==> config.mk <==
export PLATFORM = sky130hd
export DESIGN_NAME = msb_controller
export DESIGN_NICKNAME = d
export VERILOG_FILES = /design/src/design/msb_pkg.sv /design/src/design/msb_controller.sv
export SDC_FILE = /design/constraint.sdc
export NUM_CORES = 1
export LEC_CHECK = 0
export BUFFER_PORTS_ARGS = -buffer_cell sky130_fd_sc_hd__clkbuf_2
export CORE_AREA = 2 2 39 41
export DETAILED_ROUTE_END_ITERATION = 10
export DIE_AREA = 0 0 41 43
export PLACE_DENSITY = 0.49
export SLEW_MARGIN = 20
export SYNTH_ARGS = -nofsm -noshare
export SYNTH_HDL_FRONTEND = slang
export SYNTH_SLANG_ARGS = --single-unit
==> constraint.sdc <==
create_clock -name clock -period 1.25 [get_ports clock]
set_input_delay 0.0625 -clock clock [delete_from_list [all_inputs] [get_ports clock]]
set_output_delay 0.0625 -clock clock [all_outputs]
set_load 0.01 [all_outputs]
==> src/design/msb_pkg.sv <==
// Package for the merge sort buffer: default sizes, controller state type and the
// command and status structs between the controller and the datapath. No dependencies.
`default_nettype none

package msb_pkg;

   localparam int DEPTH_DEF = 64;
   localparam int WIDTH_DEF = 32;

   typedef enum logic [2:0] {
      ST_LOAD,
      ST_SORT_INIT,
      ST_PASS_CHECK,
      ST_RUN_CHECK,
      ST_MERGE_RD,
      ST_MERGE_WR,
      ST_EMIT
   } state_type;

   typedef struct packed {
      logic load_wr;
      logic sort_init;
      logic pass_next;
      logic run_init;
      logic merge_step;
      logic emit_init;
      logic emit;
   } dp_cmd_type;

   typedef struct packed {
      logic pass_done;
      logic runs_done;
      logic run_end;
      logic emit_last;
   } dp_status_type;

endpackage

`default_nettype wire

==> src/design/msb_controller.sv <==
// Controller of the merge sort buffer: sequences load, merge passes and emission.
// Depends on msb_pkg.
`default_nettype none

module msb_controller (
   input  wire logic                  clock,
   input  wire logic                  reset,
   input  wire logic                  start,
   input  wire logic                  req_last,
   input  wire msb_pkg::dp_status_type status,
   output msb_pkg::dp_cmd_type        cmd,
   output logic                       busy
);

   msb_pkg::state_type state_ff, state_in;

   always_ff @(posedge clock) begin
      if (reset) begin
         state_ff <= msb_pkg::ST_LOAD;
      end else begin
         state_ff <= state_in;
      end
   end

   always_comb begin
      state_in = state_ff;
      cmd      = '0;
      busy     = 1'b1;
      case (state_ff)
         msb_pkg::ST_LOAD: begin
            busy = 1'b0;
            if (start) begin
               cmd.load_wr = 1'b1;
               if (req_last) begin
                  state_in = msb_pkg::ST_SORT_INIT;
               end
            end
         end
         msb_pkg::ST_SORT_INIT: begin
            cmd.sort_init = 1'b1;
            state_in      = msb_pkg::ST_PASS_CHECK;
         end
         msb_pkg::ST_PASS_CHECK: begin
            if (status.pass_done) begin
               cmd.emit_init = 1'b1;
               state_in      = msb_pkg::ST_EMIT;
            end else begin
               state_in = msb_pkg::ST_RUN_CHECK;
            end
         end
         msb_pkg::ST_RUN_CHECK: begin
            if (status.runs_done) begin
               cmd.pass_next = 1'b1;
               state_in      = msb_pkg::ST_PASS_CHECK;
            end else begin
               cmd.run_init = 1'b1;
               state_in     = msb_pkg::ST_MERGE_RD;
            end
         end
         msb_pkg::ST_MERGE_RD: begin
            state_in = msb_pkg::ST_MERGE_WR;
         end
         msb_pkg::ST_MERGE_WR: begin
            cmd.merge_step = 1'b1;
            if (status.run_end) begin
               state_in = msb_pkg::ST_RUN_CHECK;
            end else begin
               state_in = msb_pkg::ST_MERGE_RD;
            end
         end
         msb_pkg::ST_EMIT: begin
            cmd.emit = 1'b1;
            if (status.emit_last) begin
               state_in = msb_pkg::ST_LOAD;
            end
         end
         default: begin
            state_in = msb_pkg::ST_LOAD;
         end
      endcase
   end

endmodule

`default_nettype wire

==> metrics.yaml, run 1 <==
preCtsSetupSlack_ps: 51.0
cts_tree: "yes"
row_count: 14
powerDensity_nw_per_um2: 866
ff2ff_setup_slack_ps: 40
layout-drive-gt1-share_pct: 60.9
dp.cells: 67
numClockSinks: 3
gr-usage-met1_pct: 8.65
crit_type: "flip-flop to output port"
finalSetupTns_ps: 0
holdPathEnd: "state_ff[0]$_SDFFE_PP0P_"
die_area_um2: 1760
num-nets-final: 73
synth_warnings: 0
initial_core_util_pct: 22.2
startpoint: "state_ff[0]$_SDFFE_PP0P_"
n_antenna_cell: 0
ys_seq_area_share_pct: 19.5
grt_pass1_vias: 317
fin_skew_ps: 4.09
min_from: "reset"
postCtsHoldBufs: 0
clock_path_buffers: 2
port_buffers: 15
final-setup-viol-count: 0
clk_pin_slew_ps: 30
clockRootBuffer: "clkbuf_4"
viasPerCell: 4.48
antenna_found_initial: 0
required_ps: 1190
met2_usage_pct: 18.4
slowest_stage: "or3_4"
worstPathArrival_ps: 1150
finalWorstSetupSlack_ps: 36.3
post-route-period-util_pct: 97.1
run_status: "finished, final reports clean"
cts_max_level: 1
endpoint_kind: "output port"
power_mw: 0.424
critPathMaxFanout: 5
syn_nets: 46
synth.area.top_cells: "dfxtp_1, a2111oi_4, buf_6, a21oi_1, nor2_1"
areaGrowthSynthToFinish_pct: 58.9
final_common_cell: "clkbuf_2"
largest_reg_flops: 3
busiest_layer: "met2"
finalHoldViolCount: 0
numCtsBuffers: 3
grt_setup_unrepaired: "yes"
tightest_slew_ps: 260
place_congestion: 0.722
hold_path_depth: 3
die_h_um: 43
drv_cap: 0
ioPinCount: 16
fin_crit_ps: 1210
dr.pass1.iters: 2
cpPeakStageDelay_ps: 380
globalRouteOverflowTotal: 0
power.leakage_nw: 0.251
synth_top_cell_by_area: "dfxtp_1"
stdcell_count: 80
grt_use_met3_pct: 6.28
slew_headroom_pct: 82.6
r2r_end: "state_ff[1]$_SDFFE_PP0P_"
layout_common_cells: "clkbuf_2, buf_4, nor2_1"
drv_slew: 0
core_um2: 1380
fp.dieW_um: 41
drtAntennaViolNets: 0
fmax_ghz: 0.824
vias: 358
drt_iter0_drc: 3
regMostFlops: "state_ff"
routedWlPerCell_um: 9.90
hold_path_class: "input pin to flip-flop"
rr_startpoint: "state_ff[0]$_SDFFE_PP0P_"
max-vdd-ir-drop_v: 0.000426
drc_errors: 0
synth_cell_type_count: 25
grt_pass1_wl_um: 1200
syn-instance-count: 38
num-fill-cells: 159
grt_max_degree: 8
grt_use_total_pct: 10.7
yosys_register_bits: 3
hpwl_um: 553
path_cells: "or3_4 -> nor2_2 -> buf_2"
reg_top3: "state_ff: 3 flops"
insertion_delay_ps: 230
crit_path_start_kind: "flip-flop"
reg2reg_depth: 4
synth_top_cell_area_share_pct: 19.5
avgSynthCellArea_um2: 8.10
syn_area_um2: 308
routed_wl_um: 792
[synth_stat cells (all sizes together)]
library cell / n
a21oi: 3
inv: 4
or2b: 1
a211oi: 1
nor2: 5
o21ai: 2
nor4bb: 1
nand3: 1
o21a: 1
or3: 1
a21o: 1
nand2: 3
nor3: 3
dfxtp: 3
a2111oi: 1
nor2b: 1
o22ai: 1
and3: 1
a31o: 1
buf: 3
[where the power goes]
| group | switching (mW) | internal (mW) | total (mW) |
|---|---|---|---|
| registers | 0.00978 | 0.101 | 0.111 |
| logic | 0.0669 | 0.0811 | 0.148 |
| clock network | 0.0459 | 0.119 | 0.165 |
[metal layers]
| metal | up-vias | wire length [um] |
|---|---|---|
| met3 | 0 | 38 |
| met1 | 165 | 306 |
| li1 | 185 | - |
| met5 | - | 0 |
| met2 | 8 | 448 |
| met4 | 0 | 0 |
[layout make-up]
type / count / area, um^2 / area share, %
clock buffers: 4 / 26.3 / 5.37
flip-flops and latches: 3 / 71.3 / 14.6
repair buffers: 25 / 154 / 31.5
multi-input cells: 28 / 203 / 41.4
well taps: 16 / 20.0 / 4.09
inverters: 4 / 15.0 / 3.07
[worst max path at each step]
| stage | to | depth (start not counted) |
|---|---|---|
| after floorplan | cmd[6] | 3 |
| after global placement | state_ff[2]$_SDFFE_PP0P_ | 4 |
| after detailed placement | state_ff[2]$_SDFFE_PP0P_ | 4 |
| after CTS | cmd[6] | 3 |
| after global routing | cmd[6] | 3 |
| final | cmd[6] | 3 |
[metrics by stage]
| stage | utilization [%] | area (um^2) | hold WS, ps |
|---|---|---|---|
| 2_1_floorplan | - | 308 | 173 |
| 4_1_cts | 34.5 | 478 | 127 |
| 3_3_place_gp | 27.5 | 380 | 379 |
| 6_report | 35.4 | 489 | 131 |
| 3_5_place_dp | 27.5 | 380 | 381 |
| 5_1_grt | 35.4 | 489 | 134 |
[cell families (layout without fill, tap and decap cells)]
logic type	count (synthesis)	after routing	share of synthesized area, %
compound gates	11	11	32.1
buf+inv	7	33	14.6
flops	3	3	19.5
simple gates	17	17	33.7
[worst max-delay path, delay by kind of cell (launching register included)]
family / cells / cell delay, ps
AND/OR/NAND/NOR: 2 / 450
buffers and inverters: 1 / 120
flip-flops: 1 / 350
[timing repair]
| action | CTS | global route |
|---|---|---|
| endpoints found under the setup margin | 8 | 2 |
| setup buffers | 8 | 1 |
| resized for setup | 6 | 3 |
| pin swaps | 1 | 4 |
(Power assumes the default switching activity.)
==> run 2: changes to the inputs <==
--- a/config.mk
+++ b/config.mk
@@ -5,11 +5,12 @@
 export SDC_FILE = /design/constraint.sdc
 export NUM_CORES = 1
 export LEC_CHECK = 0
+export ABC_AREA = 1
 export BUFFER_PORTS_ARGS = -buffer_cell sky130_fd_sc_hd__clkbuf_2
 export CORE_AREA = 2 2 39 41
 export DETAILED_ROUTE_END_ITERATION = 10
 export DIE_AREA = 0 0 41 43
-export PLACE_DENSITY = 0.49
+export PLACE_DENSITY = 0.47
 export SLEW_MARGIN = 20
 export SYNTH_ARGS = -nofsm -noshare
 export SYNTH_HDL_FRONTEND = slang
==> run 2 against run 1 <==
Effect of this change:
- final cell count is 2.5% higher
- sequential share of layout area increased by 1.1 points
- worst setup slack gained 38 ps
- via count is 10% lower
- synthesized cell count is 26% higher
- utilization fell by 5.4 points
- critical path type unchanged
- largest power group unchanged
==> metrics.yaml, run 2 <==
initial_core_util_pct: 20.8
clk_pin_slew_ps: 40
switchingPower_mw: 0.116
tightest_slew_ps: 305
antenna_found_initial: 0
final_common_cell: "clkbuf_2"
ys_async_sr_fraction_pct: 0
synthFlopType: "dfxtp_1"
fin_crit_ps: 1180
fp.dieW_um: 41
grt_pass1_vias: 285
hold_path_class: "input pin to flip-flop"
critPathMaxFanout: 6
powerDensity_nw_per_um2: 909
avgSynthCellArea_um2: 6.00
run_status: "finished, final reports clean"
num-nets-final: 75
synth_top_cells_by_count: "nand2_1, inv_1, nand3_1"
layout-drive-gt1-share_pct: 51.5
gr-usage-met1_pct: 11.2
areaGrowthSynthToFinish_pct: 43.9
globalRouteOverflowTotal: 0
p_int_mw: 0.260
worstPathArrival_ps: 1110
hpwl_um: 537
final_util_pct: 29.9
grt_pass1_wl_um: 1060
slew_headroom_pct: 79.7
finalWorstSetupSlack_ps: 74.6
cts_max_level: 1
seq_power_share_pct: 30.5
ioPinCount: 16
clockRootBuffer: "clkbuf_4"
endpoint_kind: "output port"
grt_use_total_pct: 9.22
n_antenna_cell: 0
final-setup-viol-count: 0
slowest_stage: "dfxtp_1"
place_congestion: 0.614
fmax_ghz: 0.851
synth_cell_type_count: 16
syn_area_um2: 288
core_um2: 1380
hold_path_depth: 4
regMostFlops: "state_ff"
synth_top_cell_area_share_pct: 20.9
routedWlPerCell_um: 7.82
die_area_um2: 1760
reg2reg_depth: 7
drv_slew: 0
cpPeakStageDelay_ps: 490
met2_usage_pct: 12.2
crit_type: "flip-flop to output port"
insertion_delay_ps: 230
crit_path_start_kind: "flip-flop"
layout_common_cells: "clkbuf_2, nand2_1, inv_1"
reg_top3: "state_ff: 3 flops"
power_frac_clock_pct: 44.5
port_buffers: 15
numCtsBuffers: 3
synth.area.top_cells: "dfxtp_1, nand2_1, nand3_1, inv_1, nand3_2"
viasPerCell: 3.91
required_ps: 1190
grt_use_met3_pct: 3.14
numClockSinks: 3
drc_errors: 0
switching_share_pct: 30.8
yosys_register_bits: 3
finalSetupTns_ps: 0
largest_reg_flops: 3
drtAntennaViolNets: 0
routed_wl_um: 641
synth_top_cell_by_area: "dfxtp_1"
num-fill-cells: 163
busiest_layer: "met2"
drv_cap: 0
post-route-period-util_pct: 94.0
synthMostInstantiatedCell: "nand2_1"
dr.pass1.iters: 3
max-vdd-ir-drop_v: 0.000322
synth_edf_count: 0
fin_skew_ps: 1.01
vias: 321
grt_setup_unrepaired: "yes"
die_h_um: 43
drt_iter0_drc: 2
grt_max_degree: 9
clock_path_buffers: 2
row_count: 14
cts_tree: "yes"
preCtsSetupSlack_ps: 159
power.leakage_nw: 0.250
comb_power_share_pct: 24.9
synth_warnings: 0
syn_nets: 56
ys_seq_area_share_pct: 20.9
finalHoldViolCount: 0
path_cells: "inv_2 -> nand3_1 -> inv_1 -> clkbuf_2"
syn-instance-count: 48
[run 2: final timing paths]
| kind | start | endpoint | slack, ps |
|---|---|---|---|
| setup / recovery | state_ff[2]$_SDFFE_PP0P_ | cmd[5] | 70 |
| hold / removal | reset | state_ff[1]$_SDFFE_PP0P_ | 130 |
| setup reg to reg | state_ff[2]$_SDFFE_PP0P_ | state_ff[1]$_SDFFE_PP0P_ | 160 |
| hold reg to reg | state_ff[0]$_SDFFE_PP0P_ | state_ff[1]$_SDFFE_PP0P_ | 620 |
[run 2: logic make-up (layout without fill, tap and decap cells)]
group                  after synthesis  count (layout)  synth area share, %
AO/OA/AOI/OAI                        2               2                 3.47
AND/OR/NAND/NOR                     31              31                 57.4
flip-flops                           3               3                 20.9
buffers and inverters               12              30                 18.3
[run 2: per-stage QoR]
| stage | cell area (um^2) | instances | total power, mW | hold WS [ps] |
|---|---|---|---|---|
| 2_1_floorplan | 288 | 48 | 0.181 | 212 |
| 3_3_place_gp | 372 | 78 | 0.208 | 376 |
| 3_5_place_dp | 372 | 78 | 0.208 | 383 |
| 4_1_cts | 400 | 82 | 0.383 | 131 |
| 5_1_grt | 414 | 82 | 0.410 | 145 |
| 6_report | 414 | 82 | 0.376 | 126 |
[run 2: final cells by class]
class / instances / area [um^2] / share of cell area (%)
Tap cell: 16 / 20.0 / 4.83
Timing Repair Buffer: 15 / 75.1 / 18.1
Multi-Input combinational cell: 33 / 186 / 45.0
Inverter: 11 / 41.3 / 9.97
Clock buffer: 4 / 26.3 / 6.34
Sequential cell: 3 / 65.1 / 15.7
[run 2: power by group through the flow]
stage / sequential (mW) / clock (mW) / combinational (mW)
6_report: 0.115 / 0.168 / 0.0939
2_1_floorplan: 0.107 / 0 / 0.0742
3_3_place_gp: 0.115 / 0 / 0.0924
5_1_grt: 0.116 / 0.185 / 0.109
4_1_cts: 0.115 / 0.174 / 0.0934
3_5_place_dp: 0.115 / 0 / 0.0927
[run 2: layer usage]
| metal | up-vias | part of all wire [%] |
|---|---|---|
| met4 | 0 | 0 |
| met2 | 7 | 47 |
| met5 | - | 0 |
| li1 | 186 | - |
| met1 | 128 | 44 |
| met3 | 0 | 8.3 |
[run 2: critical path, delay by kind of cell (launching register included)]
family	cells	cell delay, ps
DFF	1	490
buffers and inverters	3	270
and+or+nand+nor	1	130
[run 2: what timing repair did]
action,in CTS,in global routing
setup buffers,0,0
pin swaps,0,0
gates cloned,0,0
hold buffers,0,0
endpoints found under the setup margin,1,3
resized for setup,2,3
hold endpoints to repair,0,0
==> run 3: changes to the inputs <==
--- a/config.mk
+++ b/config.mk
@@ -8,9 +8,11 @@
 export ABC_AREA = 1
 export BUFFER_PORTS_ARGS = -buffer_cell sky130_fd_sc_hd__clkbuf_2
 export CORE_AREA = 2 2 39 41
+export CTS_BUF_LIST = sky130_fd_sc_hd__clkbuf_16
 export DETAILED_ROUTE_END_ITERATION = 10
 export DIE_AREA = 0 0 41 43
 export PLACE_DENSITY = 0.47
+export REMOVE_ABC_BUFFERS = 1
 export SLEW_MARGIN = 20
 export SYNTH_ARGS = -nofsm -noshare
 export SYNTH_HDL_FRONTEND = slang
==> constraint.sdc (replaced) <==
create_clock -name clock -period 1.25 [get_ports clock]
set_input_delay 0 -clock clock [delete_from_list [all_inputs] [get_ports clock]]
set_output_delay 0 -clock clock [all_outputs]
set_load 0.01 [all_outputs]
==> run 3 against run 2 <==
Effect of this change:
- clock skew hardly changed
- sequential power hardly changed
- maximum frequency is 5.0% higher
- die area stayed put
- flip-flop and latch count stayed put
- global-route usage is 1.9 points higher
- sequential share of layout area is 1.9 points lower
- worst setup slack better by 56 ps
==> metrics.yaml, run 3 (synthesis gave the netlist of run 2 again) <==
num-nets-final: 75
critPathMaxFanout: 8
grt_use_met3_pct: 4.71
die_area_um2: 1760
finalSetupTns_ps: 0
power.leakage_nw: 0.277
drc_errors: 0
drt_iter0_drc: 1
num-fill-cells: 156
drtAntennaViolNets: 0
initial_core_util_pct: 20.8
hold_path_class: "input pin to flip-flop"
place_congestion: 0.618
grt_setup_unrepaired: "no"
final-setup-viol-count: 0
routedWlPerCell_um: 8.33
crit_path_start_kind: "flip-flop"
ctsResizeCount: 0
final_common_cell: "clkbuf_2"
viasPerCell: 4.05
crit_type: "flip-flop to output port"
die_h_um: 43
finalHoldViolCount: 0
cts_setup_buffers: 0
clk_pin_slew_ps: 30
ioPinCount: 16
areaGrowthSynthToFinish_pct: 57.4
fin_crit_ps: 1120
clockRootBuffer: "clkbuf_16"
worstPathArrival_ps: 1120
grt_pass1_vias: 345
grt_max_degree: 9
tightest_slew_ps: 255
insertion_delay_ps: 220
cpPeakStageDelay_ps: 420
n_antenna_cell: 0
post_dp_cell_area_um2: 372
run_status: "finished, final reports clean"
powerDensity_nw_per_um2: 1560
clock_path_buffers: 2
drv_cap: 0
cts_max_level: 1
layout_common_cells: "clkbuf_2, nand2_1, inv_1"
gr-usage-met1_pct: 13.7
cts_tree: "yes"
fmax_ghz: 0.894
slew_headroom_pct: 83.0
postCtsHoldBufs: 0
path_cells: "inv_2 -> nor4_1 -> clkbuf_2"
post-route-period-util_pct: 89.5
fin_area_um2: 453
endpoint_kind: "output port"
vias: 332
core_um2: 1380
met2_usage_pct: 14.7
numClockSinks: 3
dr.pass1.iters: 2
required_ps: 1250
largest_reg_flops: 3
busiest_layer: "met2"
routed_wl_um: 683
hpwl_um: 548
globalRouteOverflowTotal: 0
regMostFlops: "state_ff"
grt_use_total_pct: 11.1
slowest_stage: "dfxtp_2"
layout-drive-gt1-share_pct: 50.0
grt_pass1_wl_um: 1280
reg_top3: "state_ff: 3 flops"
row_count: 14
finalWorstSetupSlack_ps: 131
max-vdd-ir-drop_v: 0.000732
numCtsBuffers: 3
port_buffers: 15
drv_slew: 0
preCtsSetupSlack_ps: 168
antenna_found_initial: 0
fin_skew_ps: 0.803
fp.dieW_um: 41
-- run 3: changes by cell type in the layout (fill, tap and decap cells not counted) --
cell / change
dfxtp_4: -1
nor2_2: +1
clkbuf_16: +3
clkbuf_1: -1
dfxtp_2: +1
inv_1: +1
nor2_4: -1
nor4_2: -1
nor4_1: +1
clkbuf_4: -3
-- run 3: final cells by class --
type,count,area (um^2),share of cell area (%)
Multi-Input combinational cell,33,175,38.7
Clock buffer,3,75.1,16.6
Timing Repair Buffer,15,75.1,16.6
Sequential cell,3,62.6,13.8
Inverter,11,41.3,9.12
Tap cell,16,20.0,4.42
Clock inverter,1,3.75,0.829
-- run 3: metrics by stage --
step / utilization, % / total power, mW / cells / hold slack, ps
global route: 32.7 / 0.739 / 82 / 101
finish: 32.7 / 0.705 / 82 / 77.5
global placement: 26.9 / 0.208 / 78 / 278
floorplan: - / 0.173 / 47 / 87.1
detailed placement: 26.9 / 0.208 / 78 / 278
CTS: 32.5 / 0.711 / 82 / 94.7
-- run 3: final timing paths --
path                            start                       end  slack (ps)  cells past startpoint
min reg2reg  state_ff[1]$_SDFFE_PP0P_  state_ff[1]$_SDFFE_PP0P_         640                      4
max reg2reg  state_ff[2]$_SDFFE_PP0P_  state_ff[1]$_SDFFE_PP0P_         220                      7
min                             reset  state_ff[1]$_SDFFE_PP0P_          80                      4
max          state_ff[0]$_SDFFE_PP0P_                    cmd[4]         130                      3
-- run 3: critical path: cells and delay by family (launching register included) --
kind                   cells  cell delay, ps
flip-flops                 1             420
buffers and inverters      2             250
AND/OR/NAND/NOR            1             220
-- run 3: metal layers --
metal | vias to the layer above | part of all wire (%) | wire length [um]
li1 | 183 | - | -
met1 | 139 | 43 | 291
met2 | 8 | 49 | 337
met3 | 2 | 5.9 | 40
met4 | 0 | 2.0 | 14
met5 | - | 0 | 0
-- run 3: power breakdown --
group | switching [mW] | internal (mW) | total [mW]
Combinational | 0.0540 | 0.0375 | 0.0915
Clock | 0.0857 | 0.412 | 0.498
Sequential | 0.0126 | 0.103 | 0.116
Total | 0.152 | 0.553 | 0.705
